`src/hdl/geic_pkg.sv`:
```
// Package with types and constants of the GPIO edge interrupt controller.
`timescale 1ns / 1ps

package geic_pkg;

    localparam int PIN_COUNT = 32;
    localparam int DATA_W    = 32;
    localparam int OFF_W     = 5;

    localparam logic [DATA_W-1:0] PIN_MASK = DATA_W'((64'd1 << PIN_COUNT) - 64'd1);

    typedef enum logic [1:0] {
        KIND_READ      = 2'd0,
        KIND_WRITE     = 2'd1,
        KIND_PIN_SET   = 2'd2,
        KIND_PIN_CLEAR = 2'd3
    } t_kind;

    localparam logic [OFF_W-1:0] OFF_OUT_EN    = 5'd0;
    localparam logic [OFF_W-1:0] OFF_PINS      = 5'd1;
    localparam logic [OFF_W-1:0] OFF_SET       = 5'd2;
    localparam logic [OFF_W-1:0] OFF_CLEAR     = 5'd3;
    localparam logic [OFF_W-1:0] OFF_EDGE_DET  = 5'd4;
    localparam logic [OFF_W-1:0] OFF_FALL_EN   = 5'd5;
    localparam logic [OFF_W-1:0] OFF_RISE_EN   = 5'd6;
    localparam logic [OFF_W-1:0] OFF_IRQ_EN    = 5'd7;
    localparam logic [OFF_W-1:0] OFF_IRQ_STAT  = 5'd8;
    localparam logic [OFF_W-1:0] OFF_IRQ_ACK   = 5'd9;
    localparam logic [OFF_W-1:0] OFF_CAPT_EN   = 5'd12;
    localparam logic [OFF_W-1:0] OFF_TCAPT_EN  = 5'd13;
    localparam logic [OFF_W-1:0] OFF_IN_EN     = 5'd16;
    localparam logic [OFF_W-1:0] OFF_SPARE     = 5'd18;

    typedef struct packed {
        t_kind              kind;
        logic [OFF_W-1:0]   reg_offset;
        logic [DATA_W-1:0]  wdata;
    } t_in_item;

    typedef struct packed {
        logic [DATA_W-1:0]  rdata;
        logic               irq_line;
        logic               bad_access;
    } t_out_item;

endpackage

```
`src/hdl/geic_regs.sv`:
```
// Register file, edge detection and read decode of the GPIO controller.
`timescale 1ns / 1ps

module geic_regs
    import geic_pkg::*;
(
    input  logic      i_clk,
    input  logic      i_rst_n,
    input  logic      i_accept,
    input  t_in_item  i_item,
    output t_out_item o_result
);

    logic [DATA_W-1:0] r_pins, r_out_en, r_in_en, r_rise_en, r_fall_en;
    logic [DATA_W-1:0] r_irq_en, r_irq_stat, r_spare;
    logic [DATA_W-1:0] n_pins, n_out_en, n_in_en, n_rise_en, n_fall_en;
    logic [DATA_W-1:0] n_irq_en, n_irq_stat, n_spare;
    logic [DATA_W-1:0] hi_mask, lo_mask, ack_mask, rising, falling;
    logic [DATA_W-1:0] rd;
    logic              bad;

    always_comb begin
        n_out_en  = r_out_en;
        n_in_en   = r_in_en;
        n_rise_en = r_rise_en;
        n_fall_en = r_fall_en;
        n_irq_en  = r_irq_en;
        n_spare   = r_spare;
        hi_mask   = '0;
        lo_mask   = '0;
        ack_mask  = '0;
        rd        = '0;
        bad       = 1'b0;
        case (i_item.kind)
            KIND_READ: begin
                case (i_item.reg_offset)
                    OFF_OUT_EN:   rd = r_out_en;
                    OFF_PINS:     rd = r_pins;
                    OFF_IRQ_EN:   rd = r_irq_en;
                    OFF_IRQ_STAT: rd = r_irq_stat;
                    OFF_IN_EN:    rd = r_in_en;
                    OFF_SPARE:    rd = r_spare;
                    default:      bad = 1'b1;
                endcase
            end
            KIND_WRITE: begin
                case (i_item.reg_offset)
                    OFF_OUT_EN:   n_out_en = i_item.wdata;
                    OFF_SET:      hi_mask = i_item.wdata;
                    OFF_CLEAR:    lo_mask = i_item.wdata;
                    OFF_EDGE_DET: ;
                    OFF_FALL_EN:  n_fall_en = i_item.wdata;
                    OFF_RISE_EN:  n_rise_en = i_item.wdata;
                    OFF_IRQ_EN:   n_irq_en = i_item.wdata;
                    OFF_IRQ_ACK:  ack_mask = i_item.wdata;
                    OFF_CAPT_EN:  ;
                    OFF_TCAPT_EN: ;
                    OFF_IN_EN:    n_in_en = i_item.wdata;
                    OFF_SPARE:    n_spare = i_item.wdata;
                    default:      bad = 1'b1;
                endcase
            end
            KIND_PIN_SET:   hi_mask = i_item.wdata;
            KIND_PIN_CLEAR: lo_mask = i_item.wdata;
            default: ;
        endcase
        rising     = hi_mask & PIN_MASK & ~r_pins;
        falling    = lo_mask & PIN_MASK & r_pins;
        n_pins     = (r_pins | rising) & ~falling;
        n_irq_stat = (r_irq_stat | (rising & r_rise_en) | (falling & r_fall_en)) & ~ack_mask;
    end

    always_ff @(posedge i_clk) begin
        if (!i_rst_n) begin
            r_pins     <= '0;
            r_out_en   <= '0;
            r_in_en    <= '0;
            r_rise_en  <= '0;
            r_fall_en  <= '0;
            r_irq_en   <= '0;
            r_irq_stat <= '0;
            r_spare    <= '0;
        end else if (i_accept) begin
            r_pins     <= n_pins;
            r_out_en   <= n_out_en;
            r_in_en    <= n_in_en;
            r_rise_en  <= n_rise_en;
            r_fall_en  <= n_fall_en;
            r_irq_en   <= n_irq_en;
            r_irq_stat <= n_irq_stat;
            r_spare    <= n_spare;
        end
    end

    assign o_result.rdata      = rd;
    assign o_result.irq_line   = |(n_irq_en & n_irq_stat);
    assign o_result.bad_access = bad;

endmodule

```
`src/hdl/gpio_edge_interrupt_controller.sv`:
```
// Top level of the 32-pin GPIO controller with edge interrupts.
`timescale 1ns / 1ps

// Each transfer on the input channel is a bus read, a bus write or an external
// pin set or clear mask, and yields exactly one result transfer carrying the read
// data, the interrupt line level after the transfer and an unmapped-access flag.
// Its result is registered at the edge that accepts it, in the output register
// if that is free or being emptied, else in the second buffer entry. A two-entry
// output buffer lets a new transfer be accepted every cycle, and input ready drops
// only when both entries hold results that have not yet been taken.
module gpio_edge_interrupt_controller
    import geic_pkg::*;
(
    input  logic      i_clk,
    input  logic      i_rst_n,
    input  logic      i_in_valid,
    output logic      o_in_ready,
    input  t_in_item  i_in_item,
    output logic      o_out_valid,
    input  logic      i_out_ready,
    output t_out_item o_out_item
);

    t_out_item result;
    logic      in_fire, out_fire;
    logic      r_out_valid, n_out_valid, r_skid_valid, n_skid_valid;
    t_out_item r_out_item, n_out_item, r_skid_item, n_skid_item;

    assign o_in_ready = !r_skid_valid;
    assign in_fire    = i_in_valid && o_in_ready;
    assign out_fire   = r_out_valid && i_out_ready;

    geic_regs u_regs (
        .i_clk    (i_clk),
        .i_rst_n  (i_rst_n),
        .i_accept (in_fire),
        .i_item   (i_in_item),
        .o_result (result)
    );

    always_comb begin
        n_out_valid  = r_out_valid;
        n_out_item   = r_out_item;
        n_skid_valid = r_skid_valid;
        n_skid_item  = r_skid_item;
        if (out_fire) begin
            if (r_skid_valid) begin
                n_out_item   = r_skid_item;
                n_skid_valid = 1'b0;
            end else begin
                n_out_valid = 1'b0;
            end
        end
        if (in_fire) begin
            if (!r_out_valid || out_fire) begin
                n_out_item  = result;
                n_out_valid = 1'b1;
            end else begin
                n_skid_item  = result;
                n_skid_valid = 1'b1;
            end
        end
    end

    always_ff @(posedge i_clk) begin
        if (!i_rst_n) begin
            r_out_valid  <= 1'b0;
            r_skid_valid <= 1'b0;
        end else begin
            r_out_valid  <= n_out_valid;
            r_skid_valid <= n_skid_valid;
        end
    end

    always_ff @(posedge i_clk) begin
        r_out_item  <= n_out_item;
        r_skid_item <= n_skid_item;
    end

    assign o_out_valid = r_out_valid;
    assign o_out_item  = r_out_item;

endmodule

```
`config.mk`:
```
export PLATFORM = sky130hd
export DESIGN_NAME = gpio_edge_interrupt_controller
export DESIGN_NICKNAME = d
export VERILOG_FILES = /design/src/hdl/geic_pkg.sv /design/src/hdl/geic_regs.sv /design/src/hdl/gpio_edge_interrupt_controller.sv
export SDC_FILE = /design/constraint.sdc
export NUM_CORES = 1
export LEC_CHECK = 0
export BUFFER_PORTS_ARGS = -buffer_cell sky130_fd_sc_hd__buf_2
export CAP_MARGIN = 20
export CORE_ASPECT_RATIO = 2
export CORE_UTILIZATION = 25
export DETAILED_ROUTE_END_ITERATION = 8
export PLACE_DENSITY = 0.45
export SYNTH_ARGS = -nofsm -noshare
export SYNTH_HDL_FRONTEND = slang
export SYNTH_SLANG_ARGS = --single-unit
```
`constraint.sdc`:
```
create_clock -name i_clk -period 2.7 [get_ports i_clk]
set_input_delay 0.135 -clock i_clk [delete_from_list [all_inputs] [get_ports i_clk]]
set_output_delay 0.135 -clock i_clk [all_outputs]
set_load 0.01 [all_outputs]
```
==> results.cfg, run 1 <==
[routing]
vias = 13600
dr.pass1.iters = 5
post_drt_wl_per_cell_microns = 22.0
drt-vias-per-instance = 5.04
antenna_left = 0
drt_iter0_drc = 878
routed_wl_microns = 59300
drc_errors = 0

[timing]
fmax_mhz = 457
setup_tns_ns = 0
rsz0062_at_grt = no
setup_ws_ns = 0.513
drv_slew = 0
whs_ns = 0.0603
hold_violations = 0
relSlewSlack_pct = 52.5
finalCriticalPeriod_ns = 2.19
fin_crit_sh_pct = 81.0
fin_skew_ns = 0.0155
finalSetupViolations = 0
max_slew.worst_pin.slew_ns = 0.713

[logic_synthesis]
yosysTopAreaCellShare_pct = 38.7
synth-async-reset-ratio_pct = 0
synth_edf_count = 34
avgSynthCellArea_sq_um = 8.25
synth_top_area_cell = dfxtp_1
synth.most_common_cell = nand2_1
syn_nets = 1879
synthFlopType = dfxtp_1
synth_cell_types = 48
yosys-top-cells-area = dfxtp_1 (39%), nand2_1 (13%), a21boi_0 (11%)
syn_inst = 1832
yosys_warnings = 0
synth-seq-cells = 326
ys_seq_area_share_pct = 45.4
synthesis.area_sq_um = 15100
synthTopCellsByCount = nand2_1 (530), dfxtp_1 (292), a21boi_0 (215)

[critical_path]
cp_max_fo = 18
crit_type = input pin to register
required_ns = 3.04
crit_path_end_kind = register
arrival_ns = 2.52
critPathLaunchType = input pin

[cells_and_area]
layout-drive-gt1-share_pct = 12.6
final_nets = 1942
num-fill-cells = 6301
syn2layout_area_growth_pct = 19.3
final_util_pct = 30.1

[placed_design]
place_ws_ns = -0.0667
hpwl_microns = 40000
io_buffers = 78
place_congestion = 0.866

[grt]
grt_usage_pct = 19.2
use_met3_pct = 2.38
busiest_layer = met2
grt_overflow_total = 0
use_met1_pct = 20.9
grt_max_degree = 96
grt_antenna_before_repair = 3
grt_pass1_wl_microns = 88300
grt_use_met2_pct = 35.4
first_global_vias = 13600

[power_and_ir_drop]
total_power_mw = 10.2
leakagePower_nw = 6.44
irDropWorstVdd_uv = 452
power_density_nw_per_um2 = 567

[clocking]
clock_latency_ns = 0.60
tritoncts = built
root_buffer = clkbuf_16
cts.clk_slew.worst_paths_ns = 0.07
ctsResizeCount = 0
numCtsBuffers = 29
clkSinkCount = 326
clk_path_buf_depth = 3
h-tree-depth = 1

[floorplan]
rows = 127
dieArea_sq_um = 61500
die_h_microns = 350
coreArea_sq_um = 59900
ios = 79
die_w_microns = 176
start_util_pct = 25.2

[job]
max_cap_violations = 0

[status]
outcome = finished, final reports clean

[worst_hold_path]
min_path_type = input pin to register
## layer usage
metal	wire, microns	share of wire, %	vias to the layer above
li1	-	-	6468
met1	22500	38	6607
met2	30800	52	373
met3	2910	4.9	121
met4	3050	5.2	6
met5	33	0.056	-
## worst paths after layout
kind / start / endpoint / slack (ns) / depth (start not counted)
worst max-delay path: i_in_item[37] / r_skid_item[1]$_DFFE_PP_ / 0.51 / 13
worst min-delay path: i_rst_n / u_regs.r_out_en[3]$_SDFFE_PN0P_ / 0.06 / 2
worst max register to register: u_regs.r_pins[11]$_SDFFE_PN0P_ / r_skid_item[1]$_DFFE_PP_ / 0.54 / 7
worst min register to register: u_regs.r_fall_en[2]$_SDFFE_PN0P_ / u_regs.r_fall_en[2]$_SDFFE_PN0P_ / 0.46 / 2
## state kept, by name, summed over array words and instances, names as in the netlist
signal	flops
u_regs.r_in_en	32
r_skid_valid	1
u_regs.r_out_en	32
u_regs.r_rise_en	32
u_regs.r_spare	32
u_regs.r_irq_en	32
u_regs.r_pins	32
r_skid_item	34
o_out_valid	1
o_out_item	34
u_regs.r_fall_en	32
u_regs.r_irq_stat	32
## cell families (layout without fill, tap and decap cells)
family / count (synthesis) / after routing / synth area share, %
AO/OA/AOI/OAI: 515 / 515 / 25.0
adder cells (fa/ha/maj): 4 / 4 / 0.331
buffers and inverters: 183 / 269 / 4.92
flip-flops: 326 / 326 / 45.4
multiplexers: 40 / 40 / 2.66
other: 0 / 1 / 0
AND/OR/NAND/NOR: 764 / 764 / 21.6
## per-stage QoR
stage                     instance area, sq um  cells
after global placement                   16700   2604
after floorplan                          15100   1832
after detailed placement                 16700   2604
after global routing                     18000   2692
final                                    18000   2693
after CTS                                18000   2692
## critical path, stage by stage
cell and delay, ns:
buf_2 0.09, inv_1 0.05, ha_1 0.29, and3b_1 0.18, a22o_1 0.24, buf_12 0.18, buf_4 0.16, a221o_1 0.35
o2111ai_1 0.13, o2111ai_1 0.16, nor4_1 0.32, buf_4 0.18, nand2_1 0.05
## report_power, final
part / internal [mW] / switching [mW] / total, mW
Clock: 2.48 / 2.01 / 4.48
Sequential: 4.94 / 0.0459 / 4.99
Combinational: 0.269 / 0.473 / 0.742
Total: 7.69 / 2.52 / 10.2
## cell type report
cell class                      count  area [sq um]  area share (%)
Multi-Input combinational cell   1323          7590            42.1
Sequential cell                   326          6870            38.1
Timing Repair Buffer              196          1560            8.62
Tap cell                          774           968            5.37
Clock buffer                       34           754            4.18
Clock inverter                     20           225            1.25
Inverter                           19          71.3           0.396
Antenna cell                        1          2.50          0.0139
## placed cells by master (no fill, tap or decap), types with 6 or more instances in the layout
cell / instances
o21ai_0: 33
buf_4: 69
clkinv_2: 8
buf_2: 77
a21boi_0: 215
and3_1: 33
nor2_1: 76
o2111ai_1: 32
a22oi_1: 74
edfxtp_1: 34
mux2i_1: 39
nand2_1: 530
nor2b_1: 52
a221o_1: 32
or2_2: 13
dlygate4sd3_1: 34
a22o_1: 7
a41oi_1: 10
a221oi_1: 6
dfxtp_1: 292
a21oi_1: 43
buf_12: 15
nand3_1: 16
and2_1: 14
inv_1: 19
a21o_1: 16
clkbuf_16: 29
a31oi_1: 36
## timing repair
item / in CTS / in global routing
setup buffers: 0 / 0
hold endpoints to repair: 197 / 0
hold buffers: 34 / 0
Power figures use the tool's default switching activity.
==> inputs of run 2 (changes only) <==
--- a/config.mk
+++ b/config.mk
@@ -10,7 +10,7 @@
 export CORE_ASPECT_RATIO = 2
 export CORE_UTILIZATION = 25
 export DETAILED_ROUTE_END_ITERATION = 8
-export PLACE_DENSITY = 0.45
+export PLACE_DENSITY = 0.43
 export SYNTH_ARGS = -nofsm -noshare
 export SYNTH_HDL_FRONTEND = slang
 export SYNTH_SLANG_ARGS = --single-unit
==> constraint.sdc (replaced) <==
create_clock -name i_clk -period 2.3 [get_ports i_clk]
set_input_delay 0.115 -clock i_clk [delete_from_list [all_inputs] [get_ports i_clk]]
set_output_delay 0.115 -clock i_clk [all_outputs]
set_load 0.01 [all_outputs]
==> results.cfg, run 2 (synthesized netlist as in run 1, its figures left out) <==
[grt]
grt_max_degree = 75
grt_overflow_total = 0
grt_usage_pct = 20.4
first_global_vias = 14000
grt_pass1_wl_microns = 93000
grt_antenna_before_repair = 0

[critical_path]
cp_max_fo = 10
critPathBufInv = 5
cpMaxStageDelayCell = a221o_1
crit_type = input pin to register
crit_path_end_kind = register
required_ns = 2.67
cpLargestDelayFamily = compound AO/OA/AOI/OAI gates
worstSetupStartpoint = i_in_item[37]
critical_path.most_common_cell = buf_4
critPathLaunchType = input pin
arrival_ns = 2.58
rr_startpoint = u_regs.r_pins[11]$_SDFFE_PN0P_
crit_path_max_incr_delay_ns = 0.34
cp_cell_sequence = buf_2 -> inv_1 -> ha_1 -> and3b_1 -> a22o_4 -> buf_12 -> buf_4 -> a221o_1 -> o2111ai_1 -> o2111ai_2 -> nor4_4 -> buf_4 -> nand2_1

[cells_and_area]
final_nets = 2019
final_util_pct = 31.5
design_area_sq_um = 18900
final_common_cell = nand2_1
layout-drive-gt1-share_pct = 16.4
mostFrequentLayoutCells = nand2_1 (530), dfxtp_1 (292), a21boi_0 (215), buf_4 (131), buf_2 (77)
num-fill-cells = 6256
finalNonFillerCells = 2771
syn2layout_area_growth_pct = 24.9
antenna_cells = 0

[job]
max_cap_violations = 0

[timing]
max_slew.worst_pin.slew_ns = 0.647
fmax_mhz = 453
fin_crit_sh_pct = 96.0
hold_violations = 0
drv_slew = 0
relSlewSlack_pct = 56.9
setup_tns_ns = 0
setup_ws_ns = 0.0911
fin_skew_ns = 0.0248
finalCriticalPeriod_ns = 2.21
finalSetupViolations = 0

[floorplan]
die_w_microns = 176
rows = 127
start_util_pct = 25.2
ios = 79
dieArea_sq_um = 61500
coreArea_sq_um = 59900
die_h_microns = 350

[routing]
drc_errors = 0
vias = 14000
antenna_left = 0
routed_wl_microns = 62900
dr.pass1.iters = 7
post_drt_wl_per_cell_microns = 22.7
drt-vias-per-instance = 5.04
drt_iter0_drc = 965

[placed_design]
dpl.cell_count = 2677
place_congestion = 0.851
placed_area_sq_um = 17400
hpwl_microns = 41700
io_buffers = 78
place_ws_ns = -0.651

[power_and_ir_drop]
leakagePower_nw = 6.91
power_density_nw_per_um2 = 654
irDropWorstVdd_uv = 530

[clocking]
numCtsBuffers = 31
root_buffer = clkbuf_16
clk_path_buf_depth = 3
clkSinkCount = 326
clock_latency_ns = 0.62
post_cts_buffers = 0
cts.clk_slew.worst_paths_ns = 0.07
h-tree-depth = 1
tritoncts = built

[status]
outcome = finished, final reports clean

[worst_hold_path]
min_path_type = input pin to register
min_from = i_in_valid
run 2: final cells by class:
class / instances / area, sq um / share of cell area (%)
flip-flops and latches: 326 / 6870 / 36.4
clock buffers: 42 / 877 / 4.65
inverters: 19 / 71.3 / 0.378
well taps: 774 / 968 / 5.13
multi-input cells: 1323 / 7620 / 40.4
clock inverters: 16 / 190 / 1.01
repair buffers: 271 / 2280 / 12.1
run 2: metrics by stage:
stage / power (mW) / hold WS, ns
global placement: 6.86 / 0.396
finish: 12.3 / 0.113
detailed placement: 6.87 / 0.408
floorplan: 6.43 / 0.271
CTS: 12.5 / 0.0839
global route: 12.8 / 0.0914
run 2: routing by layer:
layer | GRT usage (%) | wire length [microns]
met1 | 20.4 | 22200
met5 | 0 | 0
met3 | 1.73 | 2140
met2 | 39.0 | 33700
met4 | 14.8 | 4900
run 2: worst paths after layout:
path,to,slack (ns),cells after the start
max reg2reg,r_skid_item[1]$_DFFE_PP_,0.20,7
max,r_skid_item[1]$_DFFE_PP_,0.09,13
min,o_out_valid$_SDFF_PN0_,0.11,3
min reg2reg,u_regs.r_rise_en[15]$_SDFFE_PN0P_,0.46,2
run 2: report_power, final:
group / total, mW / internal, mW / switching, mW
Clock: 5.55 / 3.05 / 2.50
Sequential: 5.86 / 5.80 / 0.0593
Combinational: 0.926 / 0.360 / 0.566
Total: 12.3 / 9.21 / 3.13
run 2: repair_timing:
item	4_1_cts	5_1_grt
gates cloned	0	1
pin swaps	0	3
endpoints found under the setup margin	1	1
hold endpoints to repair	227	0
hold buffers	35	0
resized for setup	1	4
run 2: tightest hold or removal path, cell delays in order:
cell	delay [ns]
buf_2	0.12
nand2_1	0.29
a21boi_0	0.14
==> inputs of run 3 (changes only) <==
--- a/config.mk
+++ b/config.mk
@@ -5,7 +5,8 @@
 export SDC_FILE = /design/constraint.sdc
 export NUM_CORES = 1
 export LEC_CHECK = 0
-export BUFFER_PORTS_ARGS = -buffer_cell sky130_fd_sc_hd__buf_2
+export ABC_CLOCK_PERIOD_IN_PS = 2300
+export BUFFER_PORTS_ARGS = -buffer_cell sky130_fd_sc_hd__buf_4
 export CAP_MARGIN = 20
 export CORE_ASPECT_RATIO = 2
 export CORE_UTILIZATION = 25
==> results.cfg, run 3 (synthesized netlist as in run 1, its figures left out) <==
[grt]
grt_overflow_total = 0
grt_pass1_wl_microns = 91800
first_global_vias = 13600
grt_usage_pct = 20.3
grt_max_degree = 79
grt_antenna_before_repair = 1

[timing]
drv_slew = 0
finalCriticalPeriod_ns = 2.19
fin_skew_ns = 0.0152
whs_ns = 0.0721
rsz0062_at_grt = no
finalSetupViolations = 0
fin_crit_sh_pct = 95.2
fmax_mhz = 457
relSlewSlack_pct = 56.6
max_slew.worst_pin.slew_ns = 0.650
hold_violations = 0

[power_and_ir_drop]
irDropWorstVdd_uv = 421
total_power_mw = 12.5
leakagePower_nw = 6.86
power_density_nw_per_um2 = 660

[worst_hold_path]
min_path_type = input pin to register
min_from = i_rst_n

[cells_and_area]
final_common_cell = nand2_1
layout-drive-gt1-share_pct = 15.5
multi_input_area_sq_um = 7600
num-fill-cells = 6242
seq_area_sq_um = 6870
mostFrequentLayoutCells = nand2_1 (530), dfxtp_1 (292), a21boi_0 (215), buf_4 (185), nor2_1 (76)
final_nets = 1998
syn2layout_area_growth_pct = 25.1

[routing]
drc_errors = 0
routed_wl_microns = 62300
dr.pass1.iters = 5
drt_iter0_drc = 873
drt-vias-per-instance = 4.98
antenna_left = 0
vias = 13700
post_drt_wl_per_cell_microns = 22.6

[floorplan]
rows = 127
ios = 79
die_w_microns = 176
die_h_microns = 350
coreArea_sq_um = 59900
start_util_pct = 25.2
dieArea_sq_um = 61500

[critical_path]
crit_type = input pin to register
r2r_slack_ns = 0.19
crit_path_end = r_skid_item[1]$_DFFE_PP_
worstSetupStartpoint = i_in_item[37]
arrival_ns = 2.50
rr_startpoint = u_regs.r_pins[30]$_SDFFE_PN0P_
required_ns = 2.61
r2r-end = r_skid_item[1]$_DFFE_PP_
cp_max_fo = 16
critPathLaunchType = input pin
rr_worst_depth = 8
crit_path_end_kind = register

[clocking]
numCtsBuffers = 34
h-tree-depth = 2
clkSinkCount = 326
clk_path_buf_depth = 3
tritoncts = built
root_buffer = clkbuf_16
cts.clk_slew.worst_paths_ns = 0.07
clock_latency_ns = 0.55
post_cts_buffers = 0

[placed_design]
place_congestion = 0.829
io_buffers = 78
hpwl_microns = 41500

[job]
max_cap_violations = 0

[status]
outcome = finished, final reports clean
[run 3: cell count changes in the layout (fill, tap and decap cells not counted), moves of 2 or more]
| cell | delta |
|---|---|
| clkbuf_1 | +2 |
| buf_4 | +54 |
| clkinv_2 | +6 |
| clkinv_4 | -2 |
| nor4_2 | +2 |
| inv_6 | -4 |
| clkbuf_16 | +5 |
| bufinv_16 | -2 |
| clkbuf_8 | -3 |
| buf_2 | -77 |
[run 3: timing repair]
item	in CTS	in global routing
endpoints found under the setup margin	1	2
hold buffers	34	0
gates resized for setup	1	2
hold endpoints to repair	191	0
pin swaps	0	1
[run 3: report_power, final]
group          internal (mW)  switching, mW  total [mW]
combinational          0.377          0.558       0.935
sequential              5.81         0.0605        5.87
clock                   3.17           2.50        5.67
total                   9.35           3.12        12.5
[run 3: metal layers]
metal	part of all wire (%)	GRT usage (%)	up-vias
li1	-	-	6595
met1	35	20.3	6639
met2	55	39.4	340
met3	3.3	2.00	139
met4	6.5	12.5	0
met5	0	0	-
[run 3: per-stage QoR]
step           std cells  setup slack, ns  cell area [sq um]  setup TNS (ns)  util (%)
4_1_cts             2751           0.0406              18900               0      31.5
3_5_place_dp        2655           -0.573              17400           -1.53      29.1
6_report            2752            0.110              18900               0      31.6
5_1_grt             2752          0.00979              18900               0      31.6
2_1_floorplan       1832           0.0327              15100               0         -
3_3_place_gp        2655           -0.588              17400           -1.15      29.1
[run 3: how the worst min path moves through the flow]
stage	slack (ns)	depth (start not counted)	to
global placement	0.39	3	r_skid_valid$_SDFF_PN0_
global route	0.10	2	u_regs.r_out_en[3]$_SDFFE_PN0P_
finish	0.07	2	u_regs.r_in_en[3]$_SDFFE_PN0P_
floorplan	0.27	2	r_skid_valid$_SDFF_PN0_
CTS	0.07	3	u_regs.r_pins[7]$_SDFFE_PN0P_
detailed placement	0.40	3	r_skid_valid$_SDFF_PN0_
[run 3: cell type report]
| cell class | count | share of cell area (%) |
|---|---|---|
| tap | 774 | 5.12 |
| timing repair buffer | 247 | 12.1 |
| antenna | 1 | 0.0132 |
| multi-input combinational | 1323 | 40.2 |
| inverter | 19 | 0.377 |
| sequential | 326 | 36.3 |
| clock inverter | 15 | 0.629 |
| clock buffer | 47 | 5.25 |
[run 3: worst max-delay path, stage by stage]
cell and delay [ns]:
buf_4 0.08, inv_1 0.05, ha_1 0.29, and3b_1 0.18, a22o_2 0.34, buf_12 0.20, a221o_1 0.34, o2111ai_1 0.12
o2111ai_1 0.19, nor4_2 0.34, buf_4 0.17, nand2_1 0.04
